## src/sv/etf_pkg.sv

```systemverilog
// Shared constants, types and command/status structs for the escape-time iterator.
// Used by etf_ctrl, etf_dpath and escape_time_fractal_iterator; depends on nothing.
package etf_pkg;

	// Fixed-point format of all coordinates and constants.
	localparam int unsigned FRAC_BITS  = 28;
	localparam int unsigned COORD_W    = 32;
	localparam int unsigned PROD_W     = 2 * COORD_W;
	localparam int unsigned LIMIT_W    = 16;
	localparam int unsigned COUNT_W    = LIMIT_W + 1;
	localparam int unsigned CFG_IDX_W  = 2;

	// Escape threshold: 4 at the scale of a squared value. It lies out of reach
	// when the format leaves no room for it, so nothing escapes then.
	localparam int unsigned ESC_SHIFT = 2 * FRAC_BITS + 2;
	localparam logic [PROD_W-1:0] ESC_LIMIT =
		(ESC_SHIFT < PROD_W) ? (PROD_W'(1) << ESC_SHIFT) : '1;

	// Configuration register indexes.
	localparam logic [CFG_IDX_W-1:0] REG_JULIA_MODE = 2'd0;
	localparam logic [CFG_IDX_W-1:0] REG_C_REAL     = 2'd1;
	localparam logic [CFG_IDX_W-1:0] REG_C_IMAG     = 2'd2;
	localparam logic [CFG_IDX_W-1:0] REG_ITER_LIMIT = 2'd3;

	// Which product the shared multiplier forms this cycle.
	typedef enum logic [1:0] {
		MUL_RR = 2'd0,
		MUL_II = 2'd1,
		MUL_RI = 2'd2
	} mul_sel_t;

	// Commands from the controller to the datapath and output register.
	typedef struct packed {
		logic     load;
		logic     mul_en;
		mul_sel_t mul_sel;
		logic     check;
		logic     update;
		logic     out_load;
	} etf_cmd_t;

	// Status from the datapath to the controller.
	typedef struct packed {
		logic escaped;
		logic limit_hit;
	} etf_status_t;

endpackage

```

## src/sv/etf_ctrl.sv

```systemverilog
// Controller state machine for the escape-time iterator.
// Depends on etf_pkg; drives the datapath through etf_cmd_t.
module etf_ctrl (
	input  logic                 clk,
	input  logic                 arst_n,
	input  logic                 in_valid,
	input  logic                 out_free,
	input  etf_pkg::etf_status_t status,
	output logic                 idle,
	output etf_pkg::etf_cmd_t    cmd
);

	typedef enum logic [5:0] {
		S_IDLE = 6'b000001,
		S_MRR  = 6'b000010,
		S_MII  = 6'b000100,
		S_MRI  = 6'b001000,
		S_UPD  = 6'b010000,
		S_DONE = 6'b100000
	} state_t;

	state_t state_q;
	state_t state_d;

	assign idle = (state_q == S_IDLE);

	// Next state and commands: load a point, three products and an update per iteration, then hand the result out.
	always_comb begin
		state_d      = state_q;
		cmd          = '0;
		cmd.mul_sel  = etf_pkg::MUL_RR;
		case (state_q)
			S_IDLE: begin
				if (in_valid) begin
					cmd.load = 1'b1;
					state_d  = S_MRR;
				end
			end
			S_MRR: begin
				cmd.mul_en  = 1'b1;
				cmd.mul_sel = etf_pkg::MUL_RR;
				state_d     = S_MII;
			end
			S_MII: begin
				cmd.mul_en  = 1'b1;
				cmd.mul_sel = etf_pkg::MUL_II;
				state_d     = S_MRI;
			end
			S_MRI: begin
				cmd.mul_en  = 1'b1;
				cmd.mul_sel = etf_pkg::MUL_RI;
				cmd.check   = 1'b1;
				state_d     = S_UPD;
			end
			S_UPD: begin
				if (status.escaped) begin
					state_d = S_DONE;
				end else begin
					cmd.update = 1'b1;
					state_d    = status.limit_hit ? S_DONE : S_MRR;
				end
			end
			S_DONE: begin
				if (out_free) begin
					cmd.out_load = 1'b1;
					state_d      = S_IDLE;
				end
			end
			default: begin
				state_d = S_IDLE;
			end
		endcase
	end

	always_ff @(posedge clk or negedge arst_n) begin
		if (!arst_n) begin
			state_q <= S_IDLE;
		end else begin
			state_q <= state_d;
		end
	end

endmodule

```

## src/sv/etf_dpath.sv

```systemverilog
// Datapath of the escape-time iterator: z and c registers, one shared
// 32x32 multiplier, escape test and saturating update. Depends on etf_pkg.
module etf_dpath (
	input  logic                                  clk,
	input  etf_pkg::etf_cmd_t                     cmd,
	input  logic                                  julia_mode,
	input  logic signed [etf_pkg::COORD_W-1:0]    c_real,
	input  logic signed [etf_pkg::COORD_W-1:0]    c_imag,
	input  logic        [etf_pkg::LIMIT_W-1:0]    limit,
	input  logic signed [etf_pkg::COORD_W-1:0]    point_real,
	input  logic signed [etf_pkg::COORD_W-1:0]    point_imag,
	output etf_pkg::etf_status_t                  status,
	output logic        [etf_pkg::COUNT_W-1:0]    count,
	output logic                                  in_set
);

	localparam logic signed [etf_pkg::PROD_W-1:0] SAT_MAX =
		etf_pkg::PROD_W'({1'b0, {(etf_pkg::COORD_W-1){1'b1}}});
	localparam logic signed [etf_pkg::PROD_W-1:0] SAT_MIN = -SAT_MAX - 1;

	logic signed [etf_pkg::COORD_W-1:0] zr_q, zi_q, cr_q, ci_q;
	logic signed [etf_pkg::PROD_W-1:0]  rr_q, ii_q, ri_q, diff_q;
	logic                               esc_q;
	logic        [etf_pkg::COUNT_W-1:0] count_q;

	logic signed [etf_pkg::COORD_W-1:0] mul_a, mul_b;
	logic signed [etf_pkg::PROD_W-1:0]  prod;
	logic        [etf_pkg::PROD_W-1:0]  mag;
	logic signed [etf_pkg::PROD_W-1:0]  nr_w, ni_w;
	logic signed [etf_pkg::COORD_W-1:0] nr_sat, ni_sat;
	logic        [etf_pkg::COUNT_W-1:0] count_next;

	// Shared multiplier operands: zr*zr, zi*zi or zr*zi.
	always_comb begin
		case (cmd.mul_sel)
			etf_pkg::MUL_RR: begin
				mul_a = zr_q;
				mul_b = zr_q;
			end
			etf_pkg::MUL_II: begin
				mul_a = zi_q;
				mul_b = zi_q;
			end
			etf_pkg::MUL_RI: begin
				mul_a = zr_q;
				mul_b = zi_q;
			end
			default: begin
				mul_a = zr_q;
				mul_b = zi_q;
			end
		endcase
	end

	assign prod = mul_a * mul_b;

	// Magnitude squared; both squares are non-negative and at most 2^62.
	assign mag = $unsigned(rr_q) + $unsigned(ii_q);

	// Floor shifts back to the coordinate scale, plus c, then saturate.
	assign nr_w = (diff_q >>> etf_pkg::FRAC_BITS) + etf_pkg::PROD_W'(cr_q);
	assign ni_w = (ri_q >>> (etf_pkg::FRAC_BITS - 1)) + etf_pkg::PROD_W'(ci_q);

	always_comb begin
		if (nr_w > SAT_MAX) begin
			nr_sat = SAT_MAX[etf_pkg::COORD_W-1:0];
		end else if (nr_w < SAT_MIN) begin
			nr_sat = SAT_MIN[etf_pkg::COORD_W-1:0];
		end else begin
			nr_sat = nr_w[etf_pkg::COORD_W-1:0];
		end
		if (ni_w > SAT_MAX) begin
			ni_sat = SAT_MAX[etf_pkg::COORD_W-1:0];
		end else if (ni_w < SAT_MIN) begin
			ni_sat = SAT_MIN[etf_pkg::COORD_W-1:0];
		end else begin
			ni_sat = ni_w[etf_pkg::COORD_W-1:0];
		end
	end

	assign count_next = count_q + etf_pkg::COUNT_W'(1);

	// Load the starting point, then iterate.
	always_ff @(posedge clk) begin
		if (cmd.load) begin
			if (julia_mode) begin
				zr_q <= point_real;
				zi_q <= point_imag;
				cr_q <= c_real;
				ci_q <= c_imag;
			end else begin
				zr_q <= '0;
				zi_q <= '0;
				cr_q <= point_real;
				ci_q <= point_imag;
			end
			count_q <= '0;
		end else if (cmd.update) begin
			zr_q    <= nr_sat;
			zi_q    <= ni_sat;
			count_q <= count_next;
		end
		if (cmd.mul_en) begin
			case (cmd.mul_sel)
				etf_pkg::MUL_RR: rr_q <= prod;
				etf_pkg::MUL_II: ii_q <= prod;
				etf_pkg::MUL_RI: ri_q <= prod;
				default: ri_q <= prod;
			endcase
		end
		if (cmd.check) begin
			esc_q  <= (mag > etf_pkg::ESC_LIMIT);
			diff_q <= rr_q - ii_q;
		end
	end

	assign status.escaped   = esc_q;
	assign status.limit_hit = (count_next > etf_pkg::COUNT_W'(limit));
	assign count            = count_q;
	assign in_set           = (count_q > etf_pkg::COUNT_W'(limit));

endmodule

```

## src/sv/escape_time_fractal_iterator.sv

```systemverilog
// Top level of the escape-time iterator: configuration registers, output
// register, controller and datapath. Depends on etf_pkg, etf_ctrl, etf_dpath.
//
// Takes one complex point (signed Q4.28) per item and iterates z = z*z + c
// until |z|^2 exceeds 4 or the count passes iteration_limit, then returns
// the count and the in-set flag. One point is worked on at a time. In every
// iteration the three products zr*zr, zi*zi and zr*zi go one after another
// through a single 32x32 multiplier, followed by the saturating update. The
// default iteration limit is 256. A finished result waits in the output
// register, and the next point is accepted while it waits.
module escape_time_fractal_iterator (
	input  logic                                  clk,
	input  logic                                  arst_n,
	input  logic                                  cfg_we,
	input  logic        [etf_pkg::CFG_IDX_W-1:0]  cfg_index,
	input  logic        [etf_pkg::COORD_W-1:0]    cfg_data,
	input  logic                                  in_valid,
	output logic                                  in_stall,
	input  logic signed [etf_pkg::COORD_W-1:0]    point_real,
	input  logic signed [etf_pkg::COORD_W-1:0]    point_imag,
	output logic                                  out_valid,
	input  logic                                  out_stall,
	output logic        [etf_pkg::COUNT_W-1:0]    iteration_count,
	output logic                                  in_set
);

	logic                                julia_mode_q;
	logic signed [etf_pkg::COORD_W-1:0]  c_real_q, c_imag_q;
	logic        [etf_pkg::LIMIT_W-1:0]  limit_q;

	logic                                out_valid_q;
	logic        [etf_pkg::COUNT_W-1:0]  count_out_q;
	logic                                in_set_out_q;

	etf_pkg::etf_cmd_t    cmd;
	etf_pkg::etf_status_t status;
	logic                 idle;
	logic                 out_free;
	logic [etf_pkg::COUNT_W-1:0] dp_count;
	logic                 dp_in_set;

	// Configuration registers.
	always_ff @(posedge clk or negedge arst_n) begin
		if (!arst_n) begin
			julia_mode_q <= 1'b0;
			c_real_q     <= '0;
			c_imag_q     <= '0;
			limit_q      <= etf_pkg::LIMIT_W'(256);
		end else if (cfg_we) begin
			case (cfg_index)
				etf_pkg::REG_JULIA_MODE: julia_mode_q <= cfg_data[0];
				etf_pkg::REG_C_REAL:     c_real_q     <= cfg_data;
				etf_pkg::REG_C_IMAG:     c_imag_q     <= cfg_data;
				etf_pkg::REG_ITER_LIMIT: limit_q      <= cfg_data[etf_pkg::LIMIT_W-1:0];
				default: ;
			endcase
		end
	end

	assign out_free = !out_valid_q || !out_stall;
	assign in_stall = !idle;

	etf_ctrl u_ctrl (
		.clk      (clk),
		.arst_n   (arst_n),
		.in_valid (in_valid),
		.out_free (out_free),
		.status   (status),
		.idle     (idle),
		.cmd      (cmd)
	);

	etf_dpath u_dpath (
		.clk        (clk),
		.cmd        (cmd),
		.julia_mode (julia_mode_q),
		.c_real     (c_real_q),
		.c_imag     (c_imag_q),
		.limit      (limit_q),
		.point_real (point_real),
		.point_imag (point_imag),
		.status     (status),
		.count      (dp_count),
		.in_set     (dp_in_set)
	);

	// Output register: holds a finished item until it is taken.
	always_ff @(posedge clk or negedge arst_n) begin
		if (!arst_n) begin
			out_valid_q <= 1'b0;
		end else if (cmd.out_load) begin
			out_valid_q <= 1'b1;
		end else if (!out_stall) begin
			out_valid_q <= 1'b0;
		end
	end

	always_ff @(posedge clk) begin
		if (cmd.out_load) begin
			count_out_q  <= dp_count;
			in_set_out_q <= dp_in_set;
		end
	end

	assign out_valid       = out_valid_q;
	assign iteration_count = count_out_q;
	assign in_set          = in_set_out_q;

	// An accepted item keeps the input side busy in the next cycle.
	a_accept_busy: assert property (@(posedge clk) disable iff (!arst_n)
		(in_valid && !in_stall) |=> in_stall)
		else $error("input accepted but block not busy next cycle");

	// A result is written only into a free output register.
	a_out_no_overwrite: assert property (@(posedge clk) disable iff (!arst_n)
		cmd.out_load |-> out_free)
		else $error("output register overwritten");

	// A point in the set has done at least one update.
	a_in_set_count: assert property (@(posedge clk) disable iff (!arst_n)
		(out_valid_q && in_set_out_q) |-> (count_out_q != '0))
		else $error("in-set result with zero count");

	// An escaped point never reports a count beyond the 16-bit limit range.
	a_escape_count: assert property (@(posedge clk) disable iff (!arst_n)
		(out_valid_q && !in_set_out_q) |-> !count_out_q[etf_pkg::COUNT_W-1])
		else $error("escaped result with count above limit range");

endmodule
```

## config.mk

```make
export PLATFORM = sky130hd
export DESIGN_NAME = escape_time_fractal_iterator
export DESIGN_NICKNAME = d
export VERILOG_FILES = /design/src/sv/etf_pkg.sv /design/src/sv/etf_ctrl.sv /design/src/sv/etf_dpath.sv /design/src/sv/escape_time_fractal_iterator.sv
export SDC_FILE = /design/constraint.sdc
export NUM_CORES = 2
export LEC_CHECK = 0
export BUFFER_PORTS_ARGS = -buffer_cell sky130_fd_sc_hd__buf_2
export CORE_ASPECT_RATIO = 0.9
export CORE_MARGIN = 2
export CORE_UTILIZATION = 29
export CTS_CLUSTER_DIAMETER = 30
export DETAILED_ROUTE_END_ITERATION = 8
export PLACE_DENSITY = 0.4
export SETUP_SLACK_MARGIN = 0.3
export SLEW_MARGIN = 20
export SYNTH_ARGS = -nofsm -noshare
export SYNTH_HDL_FRONTEND = slang
export SYNTH_SLANG_ARGS = --single-unit
```

## constraint.sdc

```tcl
create_clock -name clk -period 20.9 [get_ports clk]
set_input_delay 4.18 -clock clk [delete_from_list [all_inputs] [get_ports clk]]
set_output_delay 4.18 -clock clk [all_outputs]
set_load 0.01 [all_outputs]
```

======== Word level (Yosys, flattened, before mapping) ========
Cells that the tools add are included.
word-level totals
  memories kept ........................... 0
  register bits after elaboration ......... 508
  memory bits (writable) .................. 0
  logic and storage cells ................. 90
  input bits .............................. 103
  bits in latches ......................... 0
  bits in read-only memories .............. 0
cells by class
  shift-type cells ........................ 0
  add/subtract/negate cells ............... 5
  $lt $le $gt $ge ......................... 7
  bitwise gates (word level) .............. 1
  multipliers ............................. 1
  muxes and demuxes ....................... 29
  equality and inequality tests ........... 13
  reductions and logical operators ........ 16
  div/mod/pow operators ................... 0
operator list
  operator                                                         count
  two-way mux 32 bit                                               14
  greater-than comparator 64 x 32 -> 1 bit, second input constant  2
  less-than comparator 64 x 32 -> 1 bit, second input constant     2
  adder 64 bit                                                     1
  greater-than comparator 64 x 59 -> 1 bit, second input constant  1
  multiplier 32 x 32 -> 64 bit                                     1
  subtractor 64 bit                                                1
  adder 37 x 32 -> 38 bit                                          1
  adder 36 x 32 -> 37 bit                                          1
  case mux 6 bit (6 select lines)                                  1
  greater-than comparator 17 x 16 -> 1 bit                         2
  two-way mux 6 bit                                                4
  adder 17 x 1 -> 17 bit, second input constant                    1
  AND reduction 2 bit                                              8
  two-way mux 1 bit                                                9
  case mux 3 bit (3 select lines)                                  1
  equality test 6 x 1 -> 1 bit, second input constant              1
  equality test 6 x 2 -> 1 bit, second input constant              1
  equality test 6 x 3 -> 1 bit, second input constant              1
  equality test 6 x 4 -> 1 bit, second input constant              1
  equality test 6 x 5 -> 1 bit, second input constant              1
  equality test 6 bit, second input constant                       1
  equality test 2 x 1 -> 1 bit, second input constant              2
  equality test 2 bit, second input constant                       2
  8 further kinds                                                  12

======== Depth between registers and ports, before layout ========
  word-level depth ........................ 6
  gate-level depth with buffers ........... 39
  depth with buffers taken out ............ 35

======== Hierarchy ========
Synthesis repeated with hierarchy kept, for this count alone.
unflattened totals
  cells, all modules ...................... 6825
  area, all modules ....................... 64755.9 um^2
modules (own cells, without submodules)
  module                        instances  area an instance (um^2)  cells an instance
  etf_dpath                     1          60755.8                  6593
  escape_time_fractal_iterator  1          3638.5                   195
  etf_ctrl                      1          361.6                    37

======== Worst setup path after synthesis ========
OpenSTA, ideal clock, no wires.
  kind .................................... register to register
  start ................................... register u_ctrl.state_q[1]
  end ..................................... register u_dpath.ii_q[63] (netlist bit), data pin
  clock period less this slack ............ 12722 ps
  library setup time ...................... 269 ps
  path slack .............................. 8178 ps
  arrival ................................. 12453 ps
  cell stages (with the launch flop) ...... 33
  cells stage by stage .................... dfrtp_1 > or4_1 > nor3b_1 > nor2_1 > buf_2 > buf_1 > buf_1 > clkbuf_1 > o22a_1 > fa_1 > fa_1 > inv_1 > fa_1 > fa_1 > inv_1 > fa_1 > fa_1 > fa_1 > fa_1 > ha_1 > a21o_1 > a21o_1 > a21o_1 > a21oi_1 > a21oi_1 > or3_1 > o21ai_1 > a31oi_1 > o31a_1 > a21o_1 > or4b_1 > a31oi_1 > xnor2_1
between the ends
  word-level cells in the longest chain between the ends .. 5
  elaborated cells on any way between the ends .. 9
  classes of those cells .................. mul: 1; eq/ne: 4; mux: 3; reduce/logical: 1
RTL lines
  item                                                             RTL line          text
  start: declaration                                               etf_ctrl.sv:22    state_t state_q;
  start signal: assignment                                         etf_ctrl.sv:79    state_q <= state_d;
  equality test 6 x 4 -> 1 bit (tied with other cells)             etf_ctrl.sv:32    case (state_q)
  case mux 3 bit (3 select lines) (*)                              etf_ctrl.sv:32
  equality test 2 x 1 -> 1 bit or zero test 2 bit (tied branches)  etf_dpath.sv:35   case (cmd.mul_sel)
  two-way mux 32 bit                                               etf_dpath.sv:35
  multiplier 32 x 32 -> 64 bit (*)                                 etf_dpath.sv:55   assign prod = mul_a * mul_b;
  net u_dpath.prod (one bit)                                       etf_dpath.sv:27   logic signed [etf_pkg::PROD_W-1:0] prod;
  end signal: assignment                                           etf_dpath.sv:106  etf_pkg::MUL_II: ii_q <= prod;
  end: declaration                                                 etf_dpath.sv:22   logic signed [etf_pkg::PROD_W-1:0] rr_q, ii_q, ri_q, diff_q;
The timed path passes the listed nets; every way through them passes the cells marked *.
A chain may end at the register's enable or synchronous reset.

======== Worst setup path in the final report ========
  start ................................... register u_ctrl.state_q[1]
  end ..................................... register u_dpath.ii_q[57] (netlist bit), data pin
The elaborated chain is that of the path after synthesis.

==> reports/results.ini <==
[yosys]
synth.area.top_cells = fa_1, edfxtp_1, ha_1
synthDominantCellAreaShare_pct = 33.9
ys_seq_area_share_pct = 20.3
ys_async_sr_fraction_pct = 19.4
synth_edf_count = 348
synth_top_cell_by_area = fa_1
synth_ff_type = edfxtp_1
yosysWarnings = 0
synth-seq-cells = 453
avgSynthCellArea_um2 = 9.70
syn_area_um2 = 64000
syn_inst = 6596
syn_nets = 8200
ys_types = 105

[global_routing]
grt_pass1_vias = 50700
grtUsageTotal_pct = 22.3
top_usage_layer = met2
grtUsageMet3_pct = 2.52
grt_util_met1_pct = 33.6
grt_pass1_wl_mm = 366
grt-ovfl-total = 0
grt_max_degree = 85
use_met2_pct = 34.1
antenna_found_initial = 17

[sta]
max-slew-margin-rel_pct = 22.5
rsz0062_at_grt = false
tightest_slew_ns = 1.15
fmax_mhz = 77.9
fin_skew_ns = 0.0738
setup_viol = 0
finalHoldViolations = 0
slew_viol_final = 0
fin_crit_sh_pct = 61.4
period_needed_ns = 12.84
finalSetupTns_ns = 0

[critical_path]
crit_path_top_delay_cell = fa_1
worst-setup-path-type = flip-flop to flip-flop
r2r-start = u_ctrl.state_q[1]$_DFFE_PN0P_
setup.worst_path.start_class = flip-flop
crit_required_ns = 21.30
r2r-end = u_dpath.ii_q[57]$_DFFE_PP_
crit_path_end_kind = flip-flop
reg2regPathDepth = 31
slowest_delay_ns = 1.03
cp_max_fo = 68
reg2reg_slack_ns = 8.06
cp_common_cell = fa_1
arrival_ns = 13.24

[final_layout]
layout_commonest_cell = inv_1
final_cell_mix = inv_1, fa_1, nand2_1
drive_gt1_share_pct = 11.3
final_util_pct = 32.9
area_growth_syn_to_layout_pct = 12.7
layout.nets = 8300

[floorplan]
core_area_um2 = 219000
ios = 123
start_util_pct = 29.2
die_x_um = 499
chipHeight_um = 450
die_area_um2 = 224000
rows = 163

[detailed_routing]
routed_wl_mm = 251
wl_per_cell_um = 25.9
ant_nets = 0
drc_errors = 0
routed_via_density = 5.05
vias = 48800
drtIter0Drc = 4229
drt_pre_antenna_iters = 5

[run]
cap_violations = 0

[cts]
cts_tree = done
cts_resized = 0
clkTransAtPathRegs_ns = 0.05
cts_setup_buffers = 0
clk_latency_ns = 0.71
cts_root_buffer = clkbuf_16
cts_max_path_buffers = 3
htree_levels = 3
cts_num_sinks = 453
cts-hold-fix-buffers = 0
cts_buffers = 104

[outcome]
status = completed

[place]
dpl.hpwl_mm = 201
routabilityCongestion = 0.896
io_buffers = 122

[worst_hold_path]
whs_path_depth = 1
worst_hold_path.endpoint = c_imag_q[19]$_DFFE_PN0P_
hp-class = flip-flop to flip-flop
min_from = c_imag_q[19]$_DFFE_PN0P_

-- worst max-delay path by stage --
stage                                        startpoint                          to  slack (ns)
after floorplan           u_ctrl.state_q[1]$_DFFE_PN0P_  u_dpath.ii_q[63]$_DFFE_PP_        8.18
after global placement    u_ctrl.state_q[1]$_DFFE_PN0P_  u_dpath.ii_q[57]$_DFFE_PP_        8.23
after detailed placement  u_ctrl.state_q[1]$_DFFE_PN0P_  u_dpath.rr_q[57]$_DFFE_PP_        8.23
after CTS                 u_ctrl.state_q[1]$_DFFE_PN0P_  u_dpath.ri_q[57]$_DFFE_PP_        8.17
after global routing      u_ctrl.state_q[1]$_DFFE_PN0P_  u_dpath.ii_q[57]$_DFFE_PP_        7.45
final                     u_ctrl.state_q[1]$_DFFE_PN0P_  u_dpath.ii_q[57]$_DFFE_PP_        8.06
-- registers in the layout, summed over array words and instances (netlist names), 36 cells and up --
signal / count
u_dpath.diff_q: 36
u_dpath.ii_q: 64
u_dpath.ri_q: 37
u_dpath.rr_q: 64
-- kinds of logic after synthesis --
kind of cell / synth area share (%)
xor gates and xnor gates: 2.67
muxes: 4.21
and+or+nand+nor: 12.5
AOI/OAI and AO/OA: 10.1
DFF: 20.3
adders and majority gates: 42.1
buffers and inverters: 8.19
-- critical path, delay by kind of cell (launching register included) --
family          cells  cell delay [ns]
fa+ha+maj           9             4.95
buf+inv             9             3.02
compound gates      7             1.92
simple gates        5             1.58
flops               1             0.40
xor+xnor            1             0.40
-- cell usage after synthesis (58+ instances only) --
master    number
inv_1       1109
fa_1        1085
nand2_1      728
nor2_1       701
ha_1         416
edfxtp_1     348
a21oi_1      310
clkbuf_1     221
mux2_2       176
o21ai_0      145
xnor2_1      133
a21o_1        94
dfrtp_1       86
mux2i_1       71
xor2_1        60
nand3_1       59
nor3_1        58
-- final cells by class --
cell class	instances	area, um2
clock buffers	117	2750
diodes	2	5.00
repair buffers	251	1580
well taps	2887	3610
inverters	1121	4210
clock inverters	80	868
flip-flops and latches	453	13000
fillers	22500	147000
multi-input cells	4765	46100
-- routing by layer --
metal / routed length, um / part of all wire [%]
met1: 121000 / 48
met2: 110000 / 44
met3: 12800 / 5.1
met4: 6480 / 2.6
met5: 0 / 0
-- per-stage QoR --
stage,cell area [um2],instances,setup slack [ns],hold WS [ns]
after floorplan,64000,6596,8.18,0.474
after global routing,72100,9674,7.45,0.507
after CTS,72100,9674,8.17,0.498
after global placement,68500,9477,8.23,0.482
after detailed placement,68500,9477,8.23,0.487
final,72100,9676,8.06,0.500
Power is not shown: default switching activity piles up to over one toggle a cycle in this logic, so the estimate is an artifact.
